===== src/hdl/cfawm_pkg.sv =====
// shared types and codes for the window max anchor transport block
package cfawm_pkg;

    localparam int QW = 16;

    typedef logic [QW-1:0] quant_t;

    // result status codes
    localparam logic [1:0] STS_OK         = 2'd0;
    localparam logic [1:0] STS_BAD_ANCHOR = 2'd1;
    localparam logic [1:0] STS_OUTSIDE    = 2'd2;
    localparam logic [1:0] STS_LOAD_ERR   = 2'd3;

    // channel codes
    localparam logic [1:0] CH_RED   = 2'd0;
    localparam logic [1:0] CH_GREEN = 2'd1;
    localparam logic [1:0] CH_BLUE  = 2'd2;
    localparam logic [1:0] CH_NONE  = 2'd3;

    // request kinds
    localparam logic FUNC_LOAD  = 1'b0;
    localparam logic FUNC_QUERY = 1'b1;

    // configuration register indexes
    localparam logic [1:0] REG_WIDTH  = 2'd0;
    localparam logic [1:0] REG_HEIGHT = 2'd1;
    localparam logic [1:0] REG_RADIUS = 2'd2;

    // one stored pixel
    typedef struct packed {
        logic [1:0] chan;
        logic       valid;
        quant_t     p50;
        quant_t     p95;
    } entry_t;

    // tag of one window read, aligned with the read data
    typedef struct packed {
        logic vld;
        logic last;
        logic center;
    } beat_t;

endpackage


===== src/hdl/cfawm_maxacc.sv =====
// shared max unit: folds one window entry a cycle into its channel's maxima
module cfawm_maxacc (
    input  logic                   aclk,
    input  logic                   start,
    input  cfawm_pkg::beat_t       beat,
    input  cfawm_pkg::entry_t      entry,
    output logic [2:0]             found,
    output cfawm_pkg::quant_t [2:0] max50,
    output cfawm_pkg::quant_t [2:0] max95
);
    import cfawm_pkg::*;

    logic [2:0]   found_reg;
    quant_t [2:0] m50_reg, m95_reg;
    logic [1:0]   mine_reg;

    // one compare pair, steered to the entry's channel
    quant_t     cur50, cur95, new50, new95;
    logic [1:0] sel;
    logic       hit;

    always_comb begin
        sel   = entry.chan[0] ? CH_GREEN : (entry.chan[1] ? CH_BLUE : CH_RED);
        cur50 = m50_reg[sel];
        cur95 = m95_reg[sel];
        new50 = (entry.p50 > cur50) ? entry.p50 : cur50;
        new95 = (entry.p95 > cur95) ? entry.p95 : cur95;
        hit   = beat.vld && entry.valid && (entry.chan != CH_NONE);
    end

    always_ff @(posedge aclk) begin
        if (start) begin
            found_reg <= '0;
            m50_reg   <= '0;
            m95_reg   <= '0;
            mine_reg  <= CH_NONE;
        end else begin
            if (hit) begin
                for (int c = 0; c < 3; c++) begin
                    if (entry.chan == 2'(c)) begin
                        found_reg[c] <= 1'b1;
                        m50_reg[c]   <= new50;
                        m95_reg[c]   <= new95;
                    end
                end
            end
            if (beat.vld && beat.center) begin
                mine_reg <= entry.chan;
            end
        end
    end

    // the queried pixel's own channel reports nothing
    always_comb begin
        for (int c = 0; c < 3; c++) begin
            found[c] = found_reg[c] && (mine_reg != 2'(c));
            max50[c] = found[c] ? m50_reg[c] : '0;
            max95[c] = found[c] ? m95_reg[c] : '0;
        end
    end

endmodule


===== config.mk =====
export PLATFORM = sky130hd
export DESIGN_NAME = cfawm_maxacc
export DESIGN_NICKNAME = d
export VERILOG_FILES = /design/src/hdl/cfawm_pkg.sv /design/src/hdl/cfawm_maxacc.sv
export SDC_FILE = /design/constraint.sdc
export NUM_CORES = 1
export LEC_CHECK = 0
export BUFFER_PORTS_ARGS = -buffer_cell sky130_fd_sc_hd__clkbuf_2
export CORE_MARGIN = 2
export CORE_UTILIZATION = 35
export DETAILED_ROUTE_END_ITERATION = 16
export GPL_ROUTABILITY_DRIVEN = 0
export GPL_TIMING_DRIVEN = 0
export PLACE_DENSITY = 0.62
export SYNTH_ARGS = -nofsm -noshare
export SYNTH_HDL_FRONTEND = slang
export SYNTH_SLANG_ARGS = --single-unit

===== constraint.sdc =====
create_clock -name aclk -period 5 [get_ports aclk]
set_input_delay 1.25 -clock aclk [delete_from_list [all_inputs] [get_ports aclk]]
set_output_delay 1.25 -clock aclk [all_outputs]
set_load 0.01 [all_outputs]

# After elaboration in Yosys (flattened, before gate mapping)
# Index checks and enable logic that the tools add are counted.
# totals
mem_bits_rw	0
latchBits	0
mem_count	0
wordCells	43
in_bits	40
rom_bits	0
ff_bits	101
# classes
n_div	0
mux	14
multipliers	0
n_reduce_logical	11
add_sub_neg	0
n_bitwise	0
n_lt_le_gt_ge	3
n_eq_ne	5
shift	0
# op_table
cell	count
$mux W16	10
$bmux W16 S2	2
$gt A16 B16 Y1	2
$logic_and A1 B1 Y1	6
$reduce_and A2 Y1	3
$mux W2	2
$ne A2 B2 Y1 const B	2
$lt A2 B3 Y1 const B	1
$eq A2 B1 Y1 const B	1
$eq A2 B2 Y1 const B	1
$logic_not A2 Y1	1
$ne A2 B1 Y1 const B	1
$reduce_bool A2 Y1	1

# Logic depth before layout (Yosys ltp)
# logic_depth
depth_word	6
ltp_mapped	13
depth_no_buf	10

# Worst setup path before layout
# No wires, ideal clock.
# synth_path
path_kind	input-to-reg
startpoint	input entry[34] in the netlist's numbering
endpoint	register m50_reg[10] in the netlist's numbering
setup_slack_ns	0.927
cell_stages	13
arrival_time_ns	3.993
n_path_buf	3
setup_ns	0.080
path_cell_list	buf_2 -> buf_2 -> mux2i_1 -> nor2_1 -> a21oi_1 -> ha_1 -> a21oi_1 -> o21ai_1 -> a221o_1 -> o31ai_4 -> buf_8 -> mux2_4 -> a211oi_2
# synth_between
elab_chain_cells	6
# synth_rtl
item	line	source
start: declaration	cfawm_maxacc.sv:6	input cfawm_pkg::entry_t entry,
$mux W2 (2 in series)	cfawm_maxacc.sv:23	sel = entry.chan[0] ? CH_GREEN : (entry.chan[1] ? CH_BLUE : CH_RED);
$bmux W16 S2	cfawm_maxacc.sv:24	cur50 = m50_reg[sel];
$mux W16 (implied by the code)	cfawm_maxacc.sv:24	
$gt A16 B16 Y1	cfawm_maxacc.sv:26	new50 = (entry.p50 > cur50) ? entry.p50 : cur50;
$mux W16	cfawm_maxacc.sv:26	
end signal: indexed assignment	cfawm_maxacc.sv:42	m50_reg[c] <= new50;
end: declaration	cfawm_maxacc.sv:14	quant_t [2:0] m50_reg, m95_reg;
# Several ways; a longest one is shown, not always the timed one. The select of a mux whose other input is x is not followed.
# A chain may end at the register's enable or synchronous reset.

# Worst setup path in the final report
# layout_path
startpoint	input entry[33] in the netlist's numbering
endpoint	register m95_reg[15] in the netlist's numbering
# layout_between
elab_chain_cells	5
# layout_rtl
item	line	source
$mux W2	cfawm_maxacc.sv:23	
$bmux W16 S2	cfawm_maxacc.sv:25	cur95 = m95_reg[sel];
$mux W16 (implied by the code)	cfawm_maxacc.sv:25	
$gt A16 B16 Y1	cfawm_maxacc.sv:27	new95 = (entry.p95 > cur95) ? entry.p95 : cur95;
$mux W16	cfawm_maxacc.sv:27	
end signal: indexed assignment	cfawm_maxacc.sv:43	m95_reg[c] <= new95;
end: declaration	cfawm_maxacc.sv:14	
# Several ways; a longest one is shown, not always the timed one. The select of a mux whose other input is x is not followed.

==> results_dict.tcl <==
set metrics [dict create \
    critPathKind "primary input to flip-flop" \
    synth_warnings 0 \
    grt_pass1_vias 5385 \
    clock_sink_count 101 \
    hold_viol_final 0 \
    synth_flop_cell "dfxtp_1" \
    grt_max_degree 17 \
    synth-seq-cells 101 \
    slowest_delay_ns 0.52 \
    die-area_um2 18200 \
    start_util_pct 36.0 \
    power_w 0.00187 \
    fp.dieH_um 135 \
    period_share_pct 89.4 \
    use_met3_pct 4.80 \
    clkTransAtPathRegs_ns 0.07 \
    arrival_ns 4.73 \
    synth-seq-area-share_pct 33.6 \
    synth_edf_count 0 \
    cp-end-kind "flip-flop" \
    finClkSkew_ns 0.00695 \
    area_delta_synth_final_pct 20.7 \
    maxCapViolCount 0 \
    portBuffers 135 \
    diodes 0 \
    async_flop_share_pct 0 \
    hold_buffers 0 \
    postSynthAreaPerCell_um2 8.57 \
    cts-resized-gates 0 \
    min_path_cells 2 \
    cts_setup_buffers 0 \
    p_per_area_nw_per_um2 258 \
    grt-ovfl-total 0 \
    critPathLaunchType "primary input" \
    synthesis.nets 773 \
    avgRoutedWirePerCell_um 18.2 \
    yosys-top-cells-area "dfxtp_1 34%, and2_1 10%, a211oi_1 8.6%" \
    crit_family "compound AO/OA/AOI/OAI gates" \
    fp-row-count 47 \
    tritoncts "built" \
    vias 5517 \
    cts_max_path_buffers 2 \
    place_hpwl_um 14100 \
    fmax_mhz 224 \
    final_nets 919 \
    dieWidth_um 135 \
    tightest_slew_ns 0.839 \
    crit_path_top_delay_cell "clkbuf_1" \
    fillers 1763 \
    min_period_ns 4.47 \
    p_leak_nw 3.04 \
    tns_ns 0 \
    dr.pass1.iters 5 \
    crit_buf_inv 4 \
    initialDrtViolationCount 361 \
    ys_types 35 \
    cts_root_buf "clkbuf_16" \
    grt_use_met1_pct 28.7 \
    wl_um 19500 \
    syn_area_um2 6010 \
    layout-drive-gt1-share_pct 26.2 \
    crit_path_cell_trace "clkbuf_2 -> clkbuf_1 -> clkbuf_1 -> a21oi_1 -> ha_1 -> a21oi_1 -> a311oi_1 -> a211o_1 -> o31ai_4 -> buf_6 -> mux2_2 -> a211oi_1" \
    pin_count 139 \
    htreeDepth 3 \
    max_slew_margin_pct 44.1 \
    ff2ff_path_depth 11 \
    min_path_type "flip-flop to flip-flop" \
    cts_buffers 9 \
    viasPerCell 5.15 \
    grt_pass1_wl_um 29900 \
    irDropWorstVdd_v 0.000174 \
    busiest_layer "met2" \
    gr-usage-met2_pct 36.5 \
    drv_slew 0 \
    outcome "finished, final reports clean" \
    synth_top_cell_by_area "dfxtp_1" \
    globalRouteTotalUtil_pct 21.6 \
    core-area_um2 16700 \
    synth_top_area_share_pct 33.6 \
    rsz0062_at_grt "false" \
    cp.required_ns 5.26 \
    drc_errors 0 \
    postSynthCellCount 701 \
    final-setup-viol-count 0 \
    antenna_found_initial 0 \
    postRouteAntennaNets 0 \
    cp_max_fo 10 \
    clk_latency_ns 0.36 \
    worst-path-stages 12 \
]
[layout by cell type (no fill, tap or decap), drive strengths merged, types with 3 or more instances in the layout]
cell type    n
clkbuf     186
nor2       133
dfxtp      101
and2        98
a211oi      96
a21oi       41
mux2i       34
inv         33
ha          32
mux2        30
buf         13
nand4        9
nand2        8
o21ai        5
nand3        4
a211o        3
a21boi       3
clkinv       3
[report_power, final]
| part | internal (W) | total, W | leakage (nW) | switching, W |
|---|---|---|---|---|
| Clock | 0.000388 | 0.000707 | 0.138 | 0.000319 |
| Sequential | 0.000833 | 0.000854 | 0.821 | 0.0000211 |
| Combinational | 0.000124 | 0.000312 | 2.08 | 0.000189 |
| Total | 0.00134 | 0.00187 | 3.04 | 0.000529 |
[layer usage]
layer / share of wire (%) / vias to the layer above / wire length, µm
met5: 0 / - / 0
li1: - / 2727 / -
met3: 6.8 / 11 / 1320
met4: 0.82 / 0 / 161
met1: 45 / 2598 / 8760
met2: 48 / 181 / 9270
[worst register-to-register path, delay by kind of cell (launching register included)]
kind	cells	cell delay (ns)
AO/OA/AOI/OAI	5	1.28
adder cells (fa/ha/maj)	1	0.29
buffers and inverters	1	0.23
flip-flops	1	0.34
multiplexers	2	0.52
AND/OR/NAND/NOR	2	0.22
[synthesized netlist by cell type (9+ instances only)]
master	count
a211oi_1	69
nor2_1	133
mux2_2	21
a21oi_1	41
a211oi_2	27
and2_1	98
mux2i_1	34
inv_1	33
dfxtp_1	101
ha_1	32
clkbuf_1	41
mux2_4	9
[area by class of cell]
type	instances	area, µm²	area share [%]
Tap cell	220	275	3.79
Buffer	54	231	3.19
Inverter	33	124	1.71
Clock inverter	6	63.8	0.880
Timing Repair Buffer	135	676	9.31
Multi-Input combinational cell	513	3630	50.1
Clock buffer	10	229	3.16
Sequential cell	101	2020	27.9
[worst paths after layout]
| kind | start | to | slack, ns |
|---|---|---|---|
| worst max-delay path | entry[33] | m95_reg[15]$_SDFFE_PP0P_ | 0.53 |
| worst min-delay path | found_reg[2]$_SDFFE_PP0P_ | found_reg[2]$_SDFFE_PP0P_ | 0.49 |
| worst max register to register | m95_reg[45]$_SDFFE_PP0P_ | m95_reg[15]$_SDFFE_PP0P_ | 2.02 |
| worst min register to register | found_reg[2]$_SDFFE_PP0P_ | found_reg[2]$_SDFFE_PP0P_ | 0.49 |
[cell families after synthesis]
| kind of cell | share of synthesized area (%) |
|---|---|
| mux | 11.8 |
| buf+inv | 5.91 |
| simple gates | 21.4 |
| compound gates | 20.5 |
| flops | 33.6 |
| fa+ha+maj | 6.66 |
[stage by stage]
stage	setup WS, ns	cell area (µm²)	util [%]	hold slack (ns)	cells
6_report	0.532	7250	43.4	0.485	1072
5_1_grt	0.261	7250	43.4	0.522	1072
4_1_cts	0.549	7250	43.4	0.484	1072
3_5_place_dp	0.215	6960	41.7	0.465	1056
3_3_place_gp	0.236	6960	41.7	0.452	1056
2_1_floorplan	0.927	6010	-	0.434	701
Power figures use the tool's default switching activity.
