## src/hdl/cfawm_pkg.sv

```systemverilog
// shared types and codes for the window max anchor transport block
package cfawm_pkg;

    localparam int QW = 16;

    typedef logic [QW-1:0] quant_t;

    // result status codes
    localparam logic [1:0] STS_OK         = 2'd0;
    localparam logic [1:0] STS_BAD_ANCHOR = 2'd1;
    localparam logic [1:0] STS_OUTSIDE    = 2'd2;
    localparam logic [1:0] STS_LOAD_ERR   = 2'd3;

    // channel codes
    localparam logic [1:0] CH_RED   = 2'd0;
    localparam logic [1:0] CH_GREEN = 2'd1;
    localparam logic [1:0] CH_BLUE  = 2'd2;
    localparam logic [1:0] CH_NONE  = 2'd3;

    // request kinds
    localparam logic FUNC_LOAD  = 1'b0;
    localparam logic FUNC_QUERY = 1'b1;

    // configuration register indexes
    localparam logic [1:0] REG_WIDTH  = 2'd0;
    localparam logic [1:0] REG_HEIGHT = 2'd1;
    localparam logic [1:0] REG_RADIUS = 2'd2;

    // one stored pixel
    typedef struct packed {
        logic [1:0] chan;
        logic       valid;
        quant_t     p50;
        quant_t     p95;
    } entry_t;

    // tag of one window read, aligned with the read data
    typedef struct packed {
        logic vld;
        logic last;
        logic center;
    } beat_t;

endpackage

```

## src/hdl/cfawm_scan.sv

```systemverilog
// window scan sequencer: steps through the clipped window one pixel a cycle
module cfawm_scan #(
    parameter int XB = 8,
    parameter int YB = 8
) (
    input  logic             aclk,
    input  logic             aresetn,
    input  logic             start,
    input  logic [7:0]       pos_x,
    input  logic [7:0]       pos_y,
    input  logic [2:0]       radius,
    input  logic [8:0]       img_w,
    input  logic [8:0]       img_h,
    output logic [XB+YB-1:0] raddr,
    output cfawm_pkg::beat_t beat
);
    import cfawm_pkg::*;

    logic [8:0] x0_reg, x1_reg, y1_reg;
    logic [8:0] cx_reg, cy_reg;
    logic [8:0] px_reg, py_reg;
    logic       active_reg;
    beat_t      beat_reg;

    logic [8:0] xw, yw, xr, yr, x0_s, y0_s, x1_s, y1_s;
    logic       at_end;

    always_comb begin
        xw   = {1'b0, pos_x};
        yw   = {1'b0, pos_y};
        xr   = xw + {6'd0, radius};
        yr   = yw + {6'd0, radius};
        x0_s = (xw > {6'd0, radius}) ? xw - {6'd0, radius} : 9'd0;
        y0_s = (yw > {6'd0, radius}) ? yw - {6'd0, radius} : 9'd0;
        x1_s = (xr < img_w) ? xr : img_w - 9'd1;
        y1_s = (yr < img_h) ? yr : img_h - 9'd1;
    end

    assign at_end = (cx_reg == x1_reg) && (cy_reg == y1_reg);
    assign raddr  = {YB'(cy_reg), XB'(cx_reg)};
    assign beat   = beat_reg;

    always_ff @(posedge aclk) begin
        if (!aresetn) begin
            active_reg <= 1'b0;
            beat_reg   <= '0;
        end else begin
            beat_reg.vld    <= active_reg;
            beat_reg.last   <= active_reg && at_end;
            beat_reg.center <= (cx_reg == px_reg) && (cy_reg == py_reg);
            if (start) begin
                active_reg <= 1'b1;
            end else if (active_reg && at_end) begin
                active_reg <= 1'b0;
            end
        end
    end

    always_ff @(posedge aclk) begin
        if (start) begin
            x0_reg <= x0_s;
            x1_reg <= x1_s;
            y1_reg <= y1_s;
            cx_reg <= x0_s;
            cy_reg <= y0_s;
            px_reg <= xw;
            py_reg <= yw;
        end else if (active_reg) begin
            if (cx_reg == x1_reg) begin
                cx_reg <= x0_reg;
                cy_reg <= cy_reg + 9'd1;
            end else begin
                cx_reg <= cx_reg + 9'd1;
            end
        end
    end

endmodule

```

## config.mk

```make
export PLATFORM = sky130hd
export DESIGN_NAME = cfawm_scan
export DESIGN_NICKNAME = d
export VERILOG_FILES = /design/src/hdl/cfawm_pkg.sv /design/src/hdl/cfawm_scan.sv
export SDC_FILE = /design/constraint.sdc
export NUM_CORES = 1
export LEC_CHECK = 0
export BUFFER_PORTS_ARGS = -buffer_cell sky130_fd_sc_hd__buf_2
export CELL_PAD_IN_SITES_DETAIL_PLACEMENT = 0
export CELL_PAD_IN_SITES_GLOBAL_PLACEMENT = 2
export CORE_MARGIN = 5
export CORE_UTILIZATION = 35
export DETAILED_ROUTE_END_ITERATION = 16
export PLACE_DENSITY = 0.82
export REMOVE_ABC_BUFFERS = 1
export SYNTH_ARGS = -nofsm -noshare
export SYNTH_HDL_FRONTEND = slang
export SYNTH_SLANG_ARGS = --single-unit
```

## constraint.sdc

```tcl
create_clock -name aclk -period 3.2 [get_ports aclk]
set_input_delay 0.32 -clock aclk [delete_from_list [all_inputs] [get_ports aclk]]
set_output_delay 0.32 -clock aclk [all_outputs]
set_load 0.03 [all_outputs]
```

Word level (Yosys, flattened, before mapping)

Index checks and enable logic that the tools add are counted.
W data, S select, Z words.

Flip-flop bits (word level): 65
Bits in latches: 0
Bits in writable memories: 0
Memory bits (read-only): 0
Bits of input ports: 40
Output and inout port bits: 19
Logic and storage cells: 46
Memories: 0

Add/sub/neg operators: 8
$mul: 0
Divide/modulo/power cells: 0
$lt $le $gt $ge: 4
Equality and inequality tests: 4
Shifts and indexed selects: 0
Mux-type cells: 12
Bitwise gates (word level): 0
Reduce and logical (&&, ||, !) cells: 7

Operator list:

| cell                  | number |
|---|---|
| $mux W9               | 10 |
| $add A8 B3 Y9         | 2 |
| $add A9 B1 Y9 const B | 2 |
| $eq A9 B8 Y1          | 2 |
| $eq A9 B9 Y1          | 2 |
| $lt A9 B9 Y1          | 2 |
| $sub A8 B3 Y9         | 2 |
| $sub A9 B1 Y9 const B | 2 |
| $gt A8 B3 Y1          | 2 |
| $reduce_bool A2 Y1    | 3 |
| $logic_and A1 B1 Y1   | 3 |
| $mux W1               | 2 |
| $reduce_and A2 Y1     | 1 |

Longest topological paths before layout

Gate-level depths: netlist of run 1.

Depth in word-level cells: 5
Depth in mapped cells: 12
Mapped depth without buffers: 12

Least setup slack after synthesis of run 1

Ideal clock, no wire load.

Path kind: input port to flip-flop
Start point: input port pos_x[0]
End point: register x1_reg[2], data pin
Setup time: 0.260 ns
Data arrival time: 3.041 ns
Data required time: 2.940 ns
Slack: -0.100 ns
Cell stages on the path: 11
Buffers on the path: 0
Cells stage by stage: ha_1 > fa_1 > nor2b_1 > o21ai_0 > xnor2_1 > ha_1 > and4_1 > o211ai_2 > a21oi_2 > a2111oi_4 > mux2_2

Cells in the longest elaborated chain, start to end: 3

RTL lines:

| item                 | line             | text |
|---|---|---|
| start, declared      | cfawm_scan.sv:9  | `input logic [7:0] pos_x,` |
| $add A8 B3 Y9 *      | cfawm_scan.sv:31 | `xr = xw + {6'd0, radius};` |
| $lt A9 B9 Y1         | cfawm_scan.sv:35 | `x1_s = (xr < img_w) ? xr : img_w - 9'd1;` |
| $mux W9 *            | cfawm_scan.sv:35 |  |
| net x1_s[2]          | cfawm_scan.sv:25 | `logic [8:0] xw, yw, xr, yr, x0_s, y0_s, x1_s, y1_s;` |
| end signal, assigned | cfawm_scan.sv:62 | `x1_reg <= x1_s;` |
| end, declared        | cfawm_scan.sv:19 | `logic [8:0] x0_reg, x1_reg, y1_reg;` |

Mark *: on every way through the listed nets, which the timed path passes. The rest lies on a longest branch.
A chain may end at the register's enable or synchronous reset.

Worst setup path in the final report of run 1

Start point: input port radius[0]
End point: register y1_reg[2], data pin

Cells in the longest elaborated chain, start to end: 3

RTL lines:

| item                 | line             | text |
|---|---|---|
| start, declared      | cfawm_scan.sv:11 | `input logic [2:0] radius,` |
| $add A8 B3 Y9 *      | cfawm_scan.sv:32 | `yr = yw + {6'd0, radius};` |
| $lt A9 B9 Y1         | cfawm_scan.sv:36 | `y1_s = (yr < img_h) ? yr : img_h - 9'd1;` |
| $mux W9 *            | cfawm_scan.sv:36 |  |
| net y1_s[2]          | cfawm_scan.sv:25 |  |
| end signal, assigned | cfawm_scan.sv:63 | `y1_reg <= y1_s;` |
| end, declared        | cfawm_scan.sv:19 |  |

Marked as above.

==> run_results.csv, run 1 <==
group,metric,value,unit
run_status,status,"complete, no violations",
power_and_ir_drop,switching_share,30.1,%
drt,num_vias,3372,
setup_path,r2r_end,"cx_reg[7]",
synthesis,synth_ff_type,"edfxtp_1",
final_layout,fin_area,5620,µm²
synthesis,syn_area,4730,µm²
die,start_util,35.7,%
setup_path,worstSetupEndpointType,"flip-flop",
setup_path,reg2regPathDepth,6,
drt,drtIter0Drc,203,
synthesis,async_flop_share,0,%
die,core_area,13200,µm²
hold_path,holdPathEnd,"active_reg",
clocking,insertion_delay,330,ps
hold_path,min_path_type,"in2reg",
drt,dr.pass1.iters,5,
run,drv_cap,0,
final_layout,drive_gt1_share,27.5,%
power_and_ir_drop,p_sw,0.809,mW
place,dp_hpwl,8700,µm
sta,period_minus_slack,3090,ps
setup_path,slowest_delay,550,ps
synthesis,ys_ff_latch,65,
global_routing,antenna_found_initial,0,
setup_path,start_kind,"input pin",
setup_path,cp_max_fo,5,
power_and_ir_drop,cellPowerDensity,479,nW/µm²
synthesis,synth_area_leader_cell,"edfxtp_1",
setup_path,crit_path_frequent_cell,"ha_1",
sta,fin_crit_sh,96.5,%
die,die_w,126,µm
setup_path,r2r_setup_slack,960,ps
place,place_area,5290,µm²
synthesis,synth_edf_count,61,
sta,clock_skew,4.99,ps
setup_path,crit-reg2reg-launch,"cx_reg[0]",
synthesis,synth.top_cell.area_share,38.8,%
clocking,cts_made_buffers,9,
setup_path,critPathBufInv,1,
final_layout,n_fill_cell,1271,
setup_path,cp_slowest_cell,"o31ai_2",
global_routing,gr-total-overflow,0,
place,portBuffers,58,
synthesis,synth_top_cells_by_area,"edfxtp_1 39%, ha_1 8.5%, xor2_1 8.0%, xnor2_1 7.0%, mux2_2 4.8%",
synthesis,postSynthCellCount,444,
drt,vias_per_cell,4.84,
global_routing,grt_max_degree,34,
synthesis,avgSynthCellArea,10.6,µm²
setup_path,cp.arrival,3170,ps
clocking,cts_root_buf,"clkbuf_16",
sta,setup-violations-final,0,
sta,worst_pin_slew,630,ps
sta,max_slew_margin,57.8,%
power_and_ir_drop,p_clk_share,31.8,%
sta,hold_viol_final,0,
sta,tns,0,ps
clocking,hold_buffers,0,
clocking,h-tree-depth,3,
global_routing,grtUsageTotal,14.4,%
power_and_ir_drop,power_frac_seq,43.1,%
clocking,cts.clk_slew.worst_paths,50,ps
setup_path,crit_chain,"buf_2 -> ha_1 -> fa_1 -> nor2b_1 -> o2111ai_1 -> nor2_1 -> ha_1 -> nand4_1 -> o31ai_2 -> mux2_2",
die,die_area,15900,µm²
clocking,cts_buffer_depth,2,
sta,slew_viol_final,0,
hold_path,holdPathStages,3,
drt,avgRoutedWirePerCell,15.9,µm
power_and_ir_drop,ir_worst_vdd,0.256,mV
clocking,cts_sinks,65,
final_layout,utilization,42.4,%
global_routing,grt_pass1_vias,3477,
hold_path,hp-start,"aresetn",
synthesis,ys_warn_count,0,
power_and_ir_drop,power.static_leakage,2.34,nW
final_layout,fin_cells,696,
die,die_h,126,µm
drt,wirelength,11100,µm
synthesis,synth_cell_types,53,
final_layout,layout.nets,591,
power_and_ir_drop,power_frac_comb,25.1,%
setup_path,critPathTopFamily,"adder cells",
clocking,cts_tree,"built",
global_routing,grt_pass1_wl,18300,µm
die,rows,42,
setup_path,cp_data_required_time,3280,ps
place,post-place-cells,678,
place,place_congestion,0.871,
final_layout,areaGrowthSynthToFinish,18.8,%
drt,antenna_left,0,
drt,drc,0,
sta,fmax,324,MHz
setup_path,worstSetupPathType,"in2reg",
synthesis,ys_seq_area_share,40.4,%
power_and_ir_drop,intPower,1.88,mW
final_layout,diodes,0,
die,ios,59,
sta,holdWs,241,ps
-- worst register-to-register path, stage by stage (launching register included) --
cell      delay [ps]
edfxtp_1         550
xor2_1           210
nor4_1           310
nand4_1          140
buf_4            210
mux2_4           310
mux2_4           260
-- layout by cell type, fill, tap and decap left out, types with 10 or more instances in the layout --
| master | count |
|---|---|
| mux2i_1 | 10 |
| xor2_1 | 43 |
| inv_1 | 36 |
| nor3_1 | 12 |
| ha_1 | 32 |
| buf_4 | 35 |
| nand2_1 | 21 |
| nor2_1 | 22 |
| edfxtp_1 | 61 |
| nand3_1 | 11 |
| buf_2 | 58 |
| mux2_2 | 20 |
| xnor2_1 | 37 |
| o21ai_0 | 11 |
-- cell usage after synthesis (2+ instances only) --
cell type  count
edfxtp_1      61
xor2_1        43
xnor2_1       38
inv_1         36
ha_1          32
nor2_1        22
nand2_1       21
mux2_2        20
buf_4         16
clkbuf_1      16
nor3_1        12
o21ai_0       12
nand3_1       11
mux2i_1       10
nor2b_1        9
nor4_1         9
a21oi_1        7
o211ai_1       7
o22ai_1        7
nand4_1        6
dfxtp_1        4
fa_1           4
nand2b_1       4
and4_1         3
a21o_1         2
buf_6          2
mux2_4         2
o21ai_1        2
or2_2          2
-- how the worst max path moves through the flow --
stage	cells after the start	slack, ps	startpoint	endpoint
2_1_floorplan	11	-100	pos_x[0]	x1_reg[2]
3_3_place_gp	12	-290	radius[0]	y1_reg[6]
3_5_place_dp	12	-350	radius[0]	y1_reg[2]
4_1_cts	14	80	radius[0]	x1_reg[4]
5_1_grt	14	-9	radius[0]	x1_reg[5]
6_report	10	110	radius[0]	y1_reg[2]
-- power by group through the flow --
| stage | Combinational, mW | Sequential (mW) | Clock [mW] |
|---|---|---|---|
| final | 0.676 | 1.16 | 0.855 |
| after global routing | 0.751 | 1.17 | 0.913 |
| after CTS | 0.674 | 1.16 | 0.872 |
| after detailed placement | 0.663 | 1.18 | 0 |
| after global placement | 0.655 | 1.18 | 0 |
| after floorplan | 0.377 | 1.19 | 0 |
-- cell families after synthesis --
family | after synthesis | synth area share (%)
compound gates | 54 | 8.29
xor+xnor | 81 | 15.0
fa+ha+maj | 36 | 10.2
buf+inv | 71 | 7.25
flops | 65 | 40.4
mux | 32 | 7.52
simple gates | 105 | 11.3
-- stage by stage --
| step | total power, mW | worst slack (ps) |
|---|---|---|
| after floorplan | 1.57 | -96.3 |
| after global placement | 1.83 | -285 |
| after global routing | 2.83 | -8.60 |
| after detailed placement | 1.84 | -352 |
| after CTS | 2.71 | 77.2 |
| final | 2.69 | 111 |
-- layer usage --
layer / track usage (%) / wire length [µm]
met4: 5.05 / 205
met5: 0 / 0
met2: 22.1 / 5050
met3: 2.88 / 486
met1: 20.3 / 5340
-- final cells by class --
class / count / area (µm²) / area share (%)
Clock buffer: 10 / 229 / 4.08
Clock inverter: 6 / 35.0 / 0.624
Inverter: 36 / 135 / 2.41
Multi-Input combinational cell: 309 / 2520 / 44.9
Sequential cell: 65 / 1910 / 34.0
Tap cell: 176 / 220 / 3.92
Timing Repair Buffer: 94 / 564 / 10.0
-- timing repair --
item	CTS	global route
endpoints found under the hold margin	0	0
setup endpoints to repair	7	18
gates resized for setup	3	7
pin swaps	0	3
buffers inserted	0	1
cloned	1	0
No activity file was read; power rests on OpenSTA's default activity.
==> run 2: changes to the inputs <==
--- a/config.mk
+++ b/config.mk
@@ -9,9 +9,10 @@
 export CELL_PAD_IN_SITES_DETAIL_PLACEMENT = 0
 export CELL_PAD_IN_SITES_GLOBAL_PLACEMENT = 2
 export CORE_MARGIN = 5
-export CORE_UTILIZATION = 35
+export CORE_UTILIZATION = 36
+export CTS_BUF_LIST = sky130_fd_sc_hd__clkbuf_4
 export DETAILED_ROUTE_END_ITERATION = 16
-export PLACE_DENSITY = 0.82
+export PLACE_DENSITY = 0.83
 export REMOVE_ABC_BUFFERS = 1
 export SYNTH_ARGS = -nofsm -noshare
 export SYNTH_HDL_FRONTEND = slang
==> run 2 against run 1 <==
  * Sequential cell count is the same
  * Register-to-register slack gained 50 ps
  * Non-clock buffer count shrank 4
  * Routed wire length grew 0.23%
  * Highest routed layer unchanged
  * Largest cell class unchanged
==> run_results.csv, run 2 (synthesized netlist as in run 1, its figures left out) <==
group,metric,value,unit
drt,num_vias,3367,
global_routing,antenna_found_initial,1,
sta,rsz0062_at_grt,"false",
final_layout,final_cell_mix,"61 x edfxtp_1, 58 x buf_2, 43 x xor2_1",
setup_path,crit-reg2reg-launch,"cx_reg[0]",
place,dp_hpwl,8750,µm
clocking,cts_setup_buffers,0,
global_routing,gr-total-overflow,0,
power_and_ir_drop,p_total,2.53,mW
drt,avgRoutedWirePerCell,16.1,µm
die,die_w,125,µm
setup_path,start_kind,"input pin",
clocking,h-tree-depth,3,
global_routing,grtUsageTotal,14.3,%
drt,antenna_left,0,
global_routing,grt_pass1_wl,18100,µm
sta,setup-violations-final,0,
die,core_area,12700,µm²
drt,drc,0,
sta,fin_crit_sh,95.8,%
final_layout,drive_gt1_share,26.6,%
sta,hold_viol_final,0,
setup_path,cp.arrival,3250,ps
clocking,cts_tree,"built",
die,rows,41,
die,start_util,37.2,%
final_layout,fin_cells,688,
clocking,hold_buffers,0,
die,die_area,15500,µm²
clocking,cts_root_buf,"clkbuf_4",
run,drv_cap,0,
hold_path,holdPathStages,1,
hold_path,hp-start,"pos_y[2]",
sta,slew_viol_final,0,
clocking,cts_buffer_depth,2,
place,post-place-cells,671,
setup_path,cp_max_fo,8,
power_and_ir_drop,ir_worst_vdd,0.154,mV
sta,tns,0,ps
final_layout,areaGrowthSynthToFinish,15.7,%
sta,period_minus_slack,3060,ps
power_and_ir_drop,cellPowerDensity,463,nW/µm²
clocking,cts_sinks,65,
drt,drtIter0Drc,202,
sta,worst_pin_slew,711,ps
die,ios,59,
drt,dr.pass1.iters,4,
final_layout,layout_commonest_cell,"edfxtp_1",
setup_path,r2r_setup_slack,1010,ps
setup_path,r2r_end,"cx_reg[7]",
sta,clock_skew,7.59,ps
setup_path,reg2regPathDepth,6,
drt,vias_per_cell,4.89,
hold_path,holdPathEnd,"py_reg[2]",
power_and_ir_drop,power.static_leakage,2.28,nW
sta,fmax,326,MHz
setup_path,cp_data_required_time,3390,ps
place,place_congestion,0.890,
clocking,insertion_delay,420,ps
setup_path,worstSetupPathType,"in2reg",
global_routing,grt_pass1_vias,3489,
drt,wirelength,11100,µm
clocking,cts_made_buffers,9,
clocking,cts.clk_slew.worst_paths,120,ps
setup_path,worstSetupEndpointType,"flip-flop",
sta,max_slew_margin,52.3,%
run_status,status,"complete, no violations",
hold_path,min_path_type,"in2reg",
place,portBuffers,58,
die,die_h,125,µm
global_routing,grt_max_degree,33,
final_layout,layout.nets,586,
==> run 2: cell types whose count changed in the layout (fill, tap and decap cells not counted), moves of 2 or more <==
cell,delta
clkbuf_16,-9
clkbuf_4,+9
buf_4,-4
bufinv_16,+3
clkinv_1,-2
==> run 2: worst max path at each step <==
stage	from	to
finish	radius[0]	y1_reg[2]
global placement	radius[1]	y1_reg[7]
CTS	radius[0]	y1_reg[2]
floorplan	pos_x[0]	x1_reg[2]
detailed placement	radius[0]	y1_reg[2]
global route	radius[1]	y1_reg[5]
==> run 2: layout make-up <==
| type | instances | area, µm² |
|---|---|---|
| Clock buffer | 9 | 67.6 |
| Sequential cell | 65 | 1910 |
| Tap cell | 172 | 215 |
| Timing Repair Buffer | 90 | 543 |
| Antenna cell | 1 | 2.50 |
| Inverter | 36 | 135 |
| Clock inverter | 7 | 119 |
| Multi-Input combinational cell | 308 | 2480 |
| Fill cell | 1285 | 7250 |
==> run 2: what timing repair did <==
item / in CTS / in global routing
hold endpoints to repair: 0 / 0
endpoints found under the setup margin: 0 / 12
resized for setup: 0 / 3
==> run 2: power by group <==
part	internal, mW	switching [mW]
Combinational	0.303	0.363
Sequential	1.05	0.102
Clock	0.395	0.321
==> run 2: layer usage <==
| metal | global-route usage (%) | part of all wire (%) | wire length (µm) |
|---|---|---|---|
| met3 | 2.19 | 2.3 | 259 |
| met4 | 4.45 | 1.5 | 163 |
| met5 | 0 | 0 | 0 |
| met1 | 19.9 | 50 | 5510 |
| met2 | 23.0 | 47 | 5170 |
==> run 2: per-stage QoR <==
| stage | hold slack [ps] | cell area [µm²] | setup WS [ps] | util [%] |
|---|---|---|---|---|
| after global placement | 466 | 5280 | -293 | 41.5 |
| final | 117 | 5470 | 135 | 43.0 |
| after floorplan | 419 | 4520 | -96.3 | - |
| after detailed placement | 469 | 5280 | -417 | 41.5 |
| after global routing | 100 | 5470 | 49.3 | 43.0 |
| after CTS | 98.0 | 5460 | 82.0 | 42.9 |
==> run 2: worst max-delay path, cell delays in order <==
cell and delay (ps):
buf_2 120, ha_1 200, fa_1 400, nor2b_1 170, o2111ai_1 260, xnor2_1 180, ha_1 280, a21oi_1 170
nor2_1 60, a2111oi_1 450, o31ai_2 270, mux2_2 340
